`config.mk`:
```
export PLATFORM = sky130hd
export DESIGN_NAME = biased_differential_threshold_flat
export DESIGN_NICKNAME = d
export VERILOG_FILES = /design/src/design/bdt_pkg.sv /design/src/design/bdt_req_if.sv /design/src/design/bdt_rsp_if.sv /design/src/design/bdt_locate.sv /design/src/design/biased_differential_threshold.sv /design/src/flat_wrapper.sv
export SDC_FILE = /design/constraint.sdc
export NUM_CORES = 2
export LEC_CHECK = 0
export CAP_MARGIN = 15
export CORE_ASPECT_RATIO = 0.5
export CORE_MARGIN = 4
export CORE_UTILIZATION = 60
export CTS_CLUSTER_DIAMETER = 120
export DETAILED_ROUTE_END_ITERATION = 7
export DONT_BUFFER_PORTS = 1
export PLACE_DENSITY = 0.79
export SLEW_MARGIN = 15
export SYNTH_ARGS = -nofsm -noshare
export SYNTH_HDL_FRONTEND = slang
export SYNTH_SLANG_ARGS = --single-unit
export TNS_END_PERCENT = 50
```
`constraint.sdc`:
```
create_clock -name clock -period 12.6 [get_ports clock]
set_input_delay 1.26 -clock clock [delete_from_list [all_inputs] [get_ports clock]]
set_output_delay 1.26 -clock clock [all_outputs]
set_load 0.005 [all_outputs]
```
`src/design/bdt_pkg.sv`:
```
// Package with the widths, register indexes, types and helpers of the biased differential threshold.
package bdt_pkg;

   localparam int CSR_DATA_W = 64;
   localparam int CSR_INDEX_W = 3;

   localparam logic [CSR_INDEX_W-1:0] CSR_KNEE_COUNT = 3'd0;
   localparam logic [CSR_INDEX_W-1:0] CSR_PICKUP_LEVEL = 3'd1;
   localparam logic [CSR_INDEX_W-1:0] CSR_KNEE_POINTS = 3'd2;
   localparam logic [CSR_INDEX_W-1:0] CSR_SLOPE_TABLE = 3'd3;
   localparam logic [CSR_INDEX_W-1:0] CSR_INSTANT_LEVEL = 3'd4;
   localparam logic [CSR_INDEX_W-1:0] CSR_SCALE_MODE = 3'd5;

   localparam logic [1:0] SCALE_AS_SET = 2'd0;
   localparam logic [1:0] SCALE_HALVE = 2'd1;
   localparam logic [1:0] SCALE_DOUBLE = 2'd2;

   localparam logic [1:0] RESET_KNEE_COUNT = 2'd1;
   localparam logic [15:0] RESET_PICKUP_LEVEL = 16'd128;
   localparam logic [47:0] RESET_KNEE_POINTS = 48'd219043332352256;
   localparam logic [63:0] RESET_SLOPE_TABLE = 64'd1844699694787084288;
   localparam logic [15:0] RESET_INSTANT_LEVEL = 16'd1280;
   localparam logic [1:0] RESET_SCALE_MODE = 2'd0;

   localparam int ACC_W = 34;
   localparam int SLOPE_FRAC = 14;
   localparam logic [ACC_W-1:0] ROUND_HALF = 34'd8192;
   localparam logic [15:0] SAT_MAX = 16'hFFFF;

   typedef logic [16:0] scaled_type;

   typedef struct packed {
      logic [1:0] seg;
      logic last;
      logic [15:0] diff;
      logic [15:0] len0;
      logic [15:0] len1;
      logic [15:0] len2;
   } seg_info_type;

   function automatic scaled_type scale_value(input logic [1:0] mode, input logic [15:0] v);
      scaled_type r;
      unique case (mode)
         SCALE_HALVE: r = {2'b00, v[15:1]};
         SCALE_DOUBLE: r = {v, 1'b0};
         default: r = {1'b0, v};
      endcase
      return r;
   endfunction

endpackage

```
`src/design/bdt_req_if.sv`:
```
// Input channel interface carrying one restraint current item.
interface bdt_req_if;
   logic valid;
   logic ready;
   logic signed [16:0] restraint_current;

   modport source(output valid, output restraint_current, input ready);
   modport sink(input valid, input restraint_current, output ready);
endinterface

```
`src/design/bdt_rsp_if.sv`:
```
// Result channel interface carrying one operating threshold item.
interface bdt_rsp_if;
   logic valid;
   logic ready;
   logic [15:0] operating_threshold;
   logic [1:0] segment;
   logic limited;

   modport source(output valid, output operating_threshold, output segment, output limited,
                  input ready);
   modport sink(input valid, input operating_threshold, input segment, input limited,
                output ready);
endinterface

```
`src/design/bdt_locate.sv`:
```
// Segment locator: scales the knees and finds the segment, segment lengths and remainder.
module bdt_locate (
   input  logic [16:0]              raw,
   input  logic [1:0]               knee_count,
   input  logic [47:0]              knee_points,
   input  logic [1:0]               scale_mode,
   output bdt_pkg::seg_info_type    info
);
   import bdt_pkg::*;

   scaled_type k0, k1, k2;
   scaled_type e0, e1, e2;
   scaled_type r;
   scaled_type prev;
   scaled_type d01, d12, dr;
   logic [1:0] knees;
   logic neg;
   logic c0, c1, c2;
   logic [1:0] seg;

   always_comb begin
      k0 = scale_value(scale_mode, knee_points[15:0]);
      k1 = scale_value(scale_mode, knee_points[31:16]);
      k2 = scale_value(scale_mode, knee_points[47:32]);
      e0 = k0;
      e1 = (k1 < e0) ? e0 : k1;
      e2 = (k2 < e1) ? e1 : k2;
      knees = (knee_count == 2'd0) ? 2'd1 : knee_count;
      neg = raw[16];
      r = {1'b0, raw[15:0]};
      c0 = !neg && (r > e0);
      c1 = c0 && (knees >= 2'd2) && (r > e1);
      c2 = c1 && (knees == 2'd3) && (r > e2);
      if (c2) begin
         seg = 2'd3;
         prev = e2;
      end else if (c1) begin
         seg = 2'd2;
         prev = e1;
      end else if (c0) begin
         seg = 2'd1;
         prev = e0;
      end else begin
         seg = 2'd0;
         prev = '0;
      end
      d01 = e1 - e0;
      d12 = e2 - e1;
      dr = r - prev;
      info.seg = seg;
      info.last = (seg == knees);
      info.diff = neg ? 16'd0 : dr[15:0];
      info.len0 = c0 ? e0[15:0] : 16'd0;
      info.len1 = c1 ? d01[15:0] : 16'd0;
      info.len2 = c2 ? d12[15:0] : 16'd0;
   end

endmodule

```
`src/design/biased_differential_threshold.sv`:
```
// Top level of the biased differential threshold: configuration registers and the pipeline.
// The block takes one restraint current item per cycle while the result is not stalled and
// returns its threshold item through five register stages: segment location, four parallel
// 16 by 16 bit slope products, the sum of those products, rounding plus the scaled pickup, and
// the instant limit with saturation. Each stage holds its item while the stage after it is full
// and cannot advance, so a stalled result blocks new items only once every stage is occupied.
module biased_differential_threshold (
   input  logic                               clock,
   input  logic                               reset,
   input  logic                               csr_we,
   input  logic [bdt_pkg::CSR_INDEX_W-1:0]    csr_index,
   input  logic [bdt_pkg::CSR_DATA_W-1:0]     csr_wdata,
   bdt_req_if.sink                            req_chan,
   bdt_rsp_if.source                          rsp_chan
);
   import bdt_pkg::*;

   logic [1:0] knee_count_ff;
   logic [15:0] pickup_level_ff;
   logic [47:0] knee_points_ff;
   logic [63:0] slope_table_ff;
   logic [15:0] instant_level_ff;
   logic [1:0] scale_mode_ff;

   always_ff @(posedge clock) begin
      if (reset) begin
         knee_count_ff <= RESET_KNEE_COUNT;
         pickup_level_ff <= RESET_PICKUP_LEVEL;
         knee_points_ff <= RESET_KNEE_POINTS;
         slope_table_ff <= RESET_SLOPE_TABLE;
         instant_level_ff <= RESET_INSTANT_LEVEL;
         scale_mode_ff <= RESET_SCALE_MODE;
      end else if (csr_we) begin
         unique case (csr_index)
            CSR_KNEE_COUNT: knee_count_ff <= csr_wdata[1:0];
            CSR_PICKUP_LEVEL: pickup_level_ff <= csr_wdata[15:0];
            CSR_KNEE_POINTS: knee_points_ff <= csr_wdata[47:0];
            CSR_SLOPE_TABLE: slope_table_ff <= csr_wdata;
            CSR_INSTANT_LEVEL: instant_level_ff <= csr_wdata[15:0];
            CSR_SCALE_MODE: scale_mode_ff <= csr_wdata[1:0];
            default: ;
         endcase
      end
   end

   logic v1_ff, v2_ff, v3_ff, v4_ff, v5_ff;
   logic adv1, adv2, adv3, adv4, adv5;

   assign adv5 = !v5_ff || rsp_chan.ready;
   assign adv4 = !v4_ff || adv5;
   assign adv3 = !v3_ff || adv4;
   assign adv2 = !v2_ff || adv3;
   assign adv1 = !v1_ff || adv2;
   assign req_chan.ready = adv1;

   always_ff @(posedge clock) begin
      if (reset) begin
         v1_ff <= 1'b0;
         v2_ff <= 1'b0;
         v3_ff <= 1'b0;
         v4_ff <= 1'b0;
         v5_ff <= 1'b0;
      end else begin
         if (adv1) v1_ff <= req_chan.valid;
         if (adv2) v2_ff <= v1_ff;
         if (adv3) v3_ff <= v2_ff;
         if (adv4) v4_ff <= v3_ff;
         if (adv5) v5_ff <= v4_ff;
      end
   end

   seg_info_type info_in, info_ff;

   bdt_locate u_locate (
      .raw(req_chan.restraint_current),
      .knee_count(knee_count_ff),
      .knee_points(knee_points_ff),
      .scale_mode(scale_mode_ff),
      .info(info_in)
   );

   always_ff @(posedge clock) begin
      if (adv1) info_ff <= info_in;
   end

   logic [15:0] slope_sel;
   logic [31:0] m0_in, m1_in, m2_in, m3_in;
   logic [31:0] m0_ff, m1_ff, m2_ff, m3_ff;
   logic [1:0] seg2_ff;
   logic last2_ff;

   always_comb begin
      unique case (info_ff.seg)
         2'd0: slope_sel = slope_table_ff[15:0];
         2'd1: slope_sel = slope_table_ff[31:16];
         2'd2: slope_sel = slope_table_ff[47:32];
         default: slope_sel = slope_table_ff[63:48];
      endcase
      m0_in = 32'(info_ff.len0) * 32'(slope_table_ff[15:0]);
      m1_in = 32'(info_ff.len1) * 32'(slope_table_ff[31:16]);
      m2_in = 32'(info_ff.len2) * 32'(slope_table_ff[47:32]);
      m3_in = 32'(info_ff.diff) * 32'(slope_sel);
   end

   always_ff @(posedge clock) begin
      if (adv2) begin
         m0_ff <= m0_in;
         m1_ff <= m1_in;
         m2_ff <= m2_in;
         m3_ff <= m3_in;
         seg2_ff <= info_ff.seg;
         last2_ff <= info_ff.last;
      end
   end

   logic [ACC_W-1:0] acc_in, acc_ff;
   logic [1:0] seg3_ff;
   logic last3_ff;

   assign acc_in = ACC_W'(m0_ff) + ACC_W'(m1_ff) + ACC_W'(m2_ff) + ACC_W'(m3_ff);

   always_ff @(posedge clock) begin
      if (adv3) begin
         acc_ff <= acc_in;
         seg3_ff <= seg2_ff;
         last3_ff <= last2_ff;
      end
   end

   logic [ACC_W-1:0] rounded;
   logic [20:0] y_in, y_ff;
   logic [1:0] seg4_ff;
   logic last4_ff;

   always_comb begin
      rounded = (acc_ff + ROUND_HALF) >> SLOPE_FRAC;
      y_in = 21'(scale_value(scale_mode_ff, pickup_level_ff)) + rounded[20:0];
   end

   always_ff @(posedge clock) begin
      if (adv4) begin
         y_ff <= y_in;
         seg4_ff <= seg3_ff;
         last4_ff <= last3_ff;
      end
   end

   logic [15:0] thr_in, thr_ff;
   logic lim_in, lim_ff;
   logic [1:0] seg5_ff;
   logic last5_ff;

   always_comb begin
      priority if (last4_ff && (y_ff >= 21'(instant_level_ff))) begin
         thr_in = instant_level_ff;
         lim_in = 1'b1;
      end else if (y_ff > 21'(SAT_MAX)) begin
         thr_in = SAT_MAX;
         lim_in = 1'b1;
      end else begin
         thr_in = y_ff[15:0];
         lim_in = 1'b0;
      end
   end

   always_ff @(posedge clock) begin
      if (adv5) begin
         thr_ff <= thr_in;
         lim_ff <= lim_in;
         seg5_ff <= seg4_ff;
         last5_ff <= last4_ff;
      end
   end

   assign rsp_chan.valid = v5_ff;
   assign rsp_chan.operating_threshold = thr_ff;
   assign rsp_chan.segment = seg5_ff;
   assign rsp_chan.limited = lim_ff;

   a_full_stall_blocks_input: assert property (@(posedge clock) disable iff (reset)
      (v1_ff && v2_ff && v3_ff && v4_ff && v5_ff && !rsp_chan.ready) |-> !req_chan.ready)
      else $error("input taken while every stage is full and the output is stalled");

   a_limit_outside_last_is_saturation: assert property (@(posedge clock) disable iff (reset)
      (v5_ff && lim_ff && !last5_ff) |-> (thr_ff == SAT_MAX))
      else $error("limited item outside the last segment is not saturated");

   a_reset_empties_pipeline: assert property (@(posedge clock)
      reset |=> (!v1_ff && !v2_ff && !v3_ff && !v4_ff && !v5_ff))
      else $error("pipeline holds an item after reset");

endmodule

```
`src/flat_wrapper.sv`:
```
// flat-port wrapper written by rule: the top's interface ports become plain ports
module biased_differential_threshold_flat import bdt_pkg::*;
  (clock, reset, csr_we, csr_index, csr_wdata, req_chan_valid, req_chan_restraint_current, req_chan_ready, rsp_chan_valid, rsp_chan_operating_threshold, rsp_chan_segment, rsp_chan_limited, rsp_chan_ready);
  bdt_req_if req_chan_i ();
  bdt_rsp_if rsp_chan_i ();
  input  logic clock;
  input  logic reset;
  input  logic csr_we;
  input  logic [bdt_pkg::CSR_INDEX_W-1:0] csr_index;
  input  logic [bdt_pkg::CSR_DATA_W-1:0] csr_wdata;
  input wire logic [$bits(req_chan_i.valid)-1:0] req_chan_valid;
  input wire logic [$bits(req_chan_i.restraint_current)-1:0] req_chan_restraint_current;
  output wire logic [$bits(req_chan_i.ready)-1:0] req_chan_ready;
  output wire logic [$bits(rsp_chan_i.valid)-1:0] rsp_chan_valid;
  output wire logic [$bits(rsp_chan_i.operating_threshold)-1:0] rsp_chan_operating_threshold;
  output wire logic [$bits(rsp_chan_i.segment)-1:0] rsp_chan_segment;
  output wire logic [$bits(rsp_chan_i.limited)-1:0] rsp_chan_limited;
  input wire logic [$bits(rsp_chan_i.ready)-1:0] rsp_chan_ready;
  assign req_chan_i.valid = req_chan_valid;
  assign req_chan_i.restraint_current = req_chan_restraint_current;
  assign req_chan_ready = req_chan_i.ready;
  assign rsp_chan_valid = rsp_chan_i.valid;
  assign rsp_chan_operating_threshold = rsp_chan_i.operating_threshold;
  assign rsp_chan_segment = rsp_chan_i.segment;
  assign rsp_chan_limited = rsp_chan_i.limited;
  assign rsp_chan_i.ready = rsp_chan_ready;
  biased_differential_threshold u_core (.clock(clock), .reset(reset), .csr_we(csr_we), .csr_index(csr_index), .csr_wdata(csr_wdata), .req_chan(req_chan_i), .rsp_chan(rsp_chan_i));
endmodule
```
==> run summary <==
The die outline area is between 100000 and 150000 um^2. Dividing the detail-routed via count by the number of cells gives between 5 and 6. The clock network is responsible for 34.9% of the overall power. By instance count, the leading cell after synthesis is inv_1. The worst register-to-register path has a depth of 46. The clock insertion delay at the later pin of the skew report is roughly 650 ps.

Summed over all instances, the cell type with the most area after synthesis is fa_1. In this run, distinct cell masters in the synthesized netlist total between 80 and 90. The flow ran to the end, and the final reports show no timing, DRC or antenna violations.

The sequential share of the synthesized area came out at 19.1%. The commonest cells after synthesis are inv_1, nand2_1, fa_1. The vertical die dimension is about 230 um. The async set-or-reset flop fraction in the synthesized netlist is 0%. The total wirelength of the detailed-routed design is roughly 170 mm.

The number of antenna-violating nets in the routed design is 0. The net count reported at finish is approximately 7800. In this run the static leakage power is 29.2 nW. The starting density of the core is 60.6%.

The leftover overflow at the end of global routing came out at 0. The number of enable flip-flop cells after synthesis came out at 265. The final clock skew is around 42 ps.

The die extent in x came out at between 400 and 500 um. The first routing iteration left 4235 violations. The clock edge transition at the registers on the reported setup and hold paths came out at around 70 ps. Dividing total power by cell area gives a power density of 68.9 nW/um^2. For this design, the CTS-stage hold fixing added 0 buffers. Setup violations remaining at the end of the flow were counted as 0. The max-slew headroom at the worst pin is about a fifth. The number of max-slew violations in the final report was 0. The combinational share of power came out at 23.7%. The worst setup path is of the reg2reg kind. The via count of the first global-routing pass came out at around 47000. Gates resized during post-CTS repair numbered 0. The startpoint of the tightest hold check path is u_core.seg2_ff[0].

The final non-filler cell area is 60700 um^2. Timing would allow up to slightly below 0.09 GHz. The worst hold path endpoint is u_core.seg3_ff[0]. The total number of vias came out at 45400. After routing, the total negative slack on setup checks comes to 0 ps.

The maximum number of pins on one net before global-route repair came out at between 150 and 200. The number of buffers inserted by port buffering came out at 0. The final-layout fill cell count came out at 7691. The average instance area after synthesis came out at 9.02 um^2.

The number of H-tree branching levels came out at 2. In this run switching power makes up about a third of total power. After layout, the worst setup slack is around 1000 ps. The growth of design area from synthesis to finish is 5.03%. The flip-flop and latch count after synthesis came out at ~420. Setup repair after global routing left no endpoint under its margin. The post-synthesis instance area came out at 57800 um^2.

Of all nets on the critical path, the largest fanout is 68. The delay of the slowest critical-path stage is about 720 ps. Counting both buffers and inverters, the worst setup path holds a total of 8. The worst setup path is launched from a flip-flop. The number of violations of the max-capacitance limit came out at 0. The combined flip-flop and latch cell area came out at approximately 11000 um^2. The setup slack of the worst register-to-register path came out at about 1000 ps. For the worst setup path, the data arrival time is roughly 12000 ps. The library cell used as clock root buffer is clkbuf_16. During I/O placement, the number of pins put on the boundary was 110.

The worst-case IR drop observed on VDD is around 0.10 mV. The total design power came out at 4.18 mW. The CTS buffer count is 45. The internal portion of the total power is roughly 2.8 mW. Buffers added to address setup during post-CTS repair amount to 0. The estimated wirelength of the detail-placed design came out at 139 mm. The smallest clock period supported by the final layout is computed as around 12000 ps. Summing all placed instances gives a cell area of between 50000 and 60000 um^2. The slowest library cell on the worst path is ha_4. In this run the worst setup path begins at u_core.scale_mode_ff[0]. The switching power summed over all nets came out at approximately 1.4 mW.

Among all flip-flop cells after synthesis, the most frequent one is edfxtp_1. The floorplan row count is 80. The number of nets handed over by synthesis was a little under 8000. The synthesized design devotes to its leading area cell type between 20 and 30% of total area. The buffer depth of the longest clock path is 3. On the critical path the largest part of the delay comes from compound AO/OA/AOI/OAI gates.

The sequential fraction of design power came out at roughly two fifths. The required time at the endpoint of the critical path came out at between 10000 and 15000 ps. The number of iterations in the first detailed-routing pass came out at 7. The routed length per placed instance came out at ~23 um. The TritonCTS clock tree is built. In the final layout, the multi-input gates occupy 41500 um^2. The warning count from the yosys run came out at 0. The core region area is 95400 um^2.

The class of the worst hold path is reg2reg. In the routed design, unresolved DRC markers number 0. The share of final-layout standard cells stronger than drive strength 1 is between 3 and 4%. The count of final hold-check violations is 0.

The global-route wire length before repair came out at between 200 and 300 mm. The pre-CTS setup slack came out at around 1300 ps. For the pin with the worst max-slew slack, the measured transition is about 1200 ps.

The final cycle utilization of the critical path came out at 91.8%. The critical register-to-register path startpoint is u_core.scale_mode_ff[0]. Routability-driven placement finished with a final weighted congestion of 0.993.

After synthesis, the cell types taking the most area are fa_1, edfxtp_1, ha_1. Global routing used 34.3% of the available tracks across all layers. The cell repeated most along the worst path is a21oi_1. The endpoint of the lowest-slack register-to-register path is u_core.info_ff[60]. The number of antenna violations at the first check in global routing came to 22. The tree built by TritonCTS fans out to roughly 420 sinks. The element type at the critical path end is a flip-flop. Synthesis produced a netlist whose cell count is ~6400. Along the worst hold path, the cell count comes to 0.
## per-layer routing
metal / vias up / wire, um / part of all wire (%) / global-route usage (%)
met1: 22600 / 68800 / 40 / 46.0
met4: 12 / 7670 / 4.5 / 13.4
met2: 2283 / 74800 / 43 / 52.6
met3: 457 / 21000 / 12 / 10.6
met5: - / 82 / 0.048 / 0
li1: 20000 / - / - / -
## how the worst max path moves through the flow
stage / to / cells past startpoint
2_1_floorplan: u_core.info_ff[62] / 58
3_3_place_gp: u_core.info_ff[62] / 46
3_5_place_dp: u_core.info_ff[60] / 46
4_1_cts: u_core.info_ff[60] / 46
5_1_grt: u_core.info_ff[60] / 46
6_report: u_core.info_ff[60] / 46
## registers in the layout, indices dropped and copies added (netlist names), 21 cells and up
signal	cells
u_core.acc_ff	21
u_core.info_ff	67
u_core.knee_points_ff	48
u_core.m0_ff	32
u_core.m1_ff	32
u_core.m2_ff	32
u_core.m3_ff	32
u_core.slope_table_ff	64
u_core.y_ff	21
## metrics by stage
stage / hold slack, ps / util, % / cells
2_1_floorplan: 400 / - / 6403
3_3_place_gp: 404 / 61.9 / 7510
3_5_place_dp: 407 / 61.9 / 7511
4_1_cts: 422 / 63.6 / 7595
5_1_grt: 430 / 63.6 / 7595
6_report: 423 / 63.6 / 7596
## cell usage in the layout, fill, tap and decap left out, drive strengths merged, types with 8 or more instances in the layout
master	Yosys	layout
inv	1145	1153
nand2	1075	1075
fa	812	812
ha	636	636
and2	408	408
a21oi	342	342
edfxtp	265	265
nor2	251	251
o21ai	154	154
dfxtp	153	153
xnor2	150	150
a21o	105	105
buf	32	88
xor2	73	73
a22oi	56	56
nand3	52	52
clkbuf	219	51
o21a	47	47
nand3b	43	43
nor3	39	39
nor2b	31	31
nand2b	31	31
a211oi	30	30
o21bai	27	27
and3	23	23
nand4	22	22
o22a	17	17
mux4	16	16
clkinv	0	16
a31oi	15	15
o211ai	13	13
a211o	10	10
or2	8	8
a21boi	8	8
a31o	8	8
mux2i	8	8
## power groups by stage
stage | Clock [mW] | Combinational [mW] | Sequential (mW)
CTS | 1.47 | 0.972 | 1.72
global placement | 0 | 0.934 | 1.75
floorplan | 0 | 0.701 | 1.68
global route | 1.52 | 1.09 | 1.74
detailed placement | 0 | 0.962 | 1.75
finish | 1.46 | 0.990 | 1.73
## cell type report
type | instances | area share (%)
multi-input cells | 4589 | 68.4
flip-flops and latches | 418 | 18.2
inverters | 1145 | 7.08
well taps | 1271 | 2.62
clock buffers | 51 | 1.94
repair buffers | 88 | 1.09
clock inverters | 33 | 0.654
diodes | 1 | 0.00412
## cell families after synthesis
kind of cell,count (synthesis),share of synthesized area [%]
muxes,25,0.788
xor gates and xnor gates,223,3.38
DFF,418,19.1
and+or+nand+nor,2005,16.0
AOI/OAI and AO/OA,887,9.74
buffers and inverters,1396,9.12
adders and majority gates,1449,41.9
Note: power is estimated with default switching activity, not from simulation.
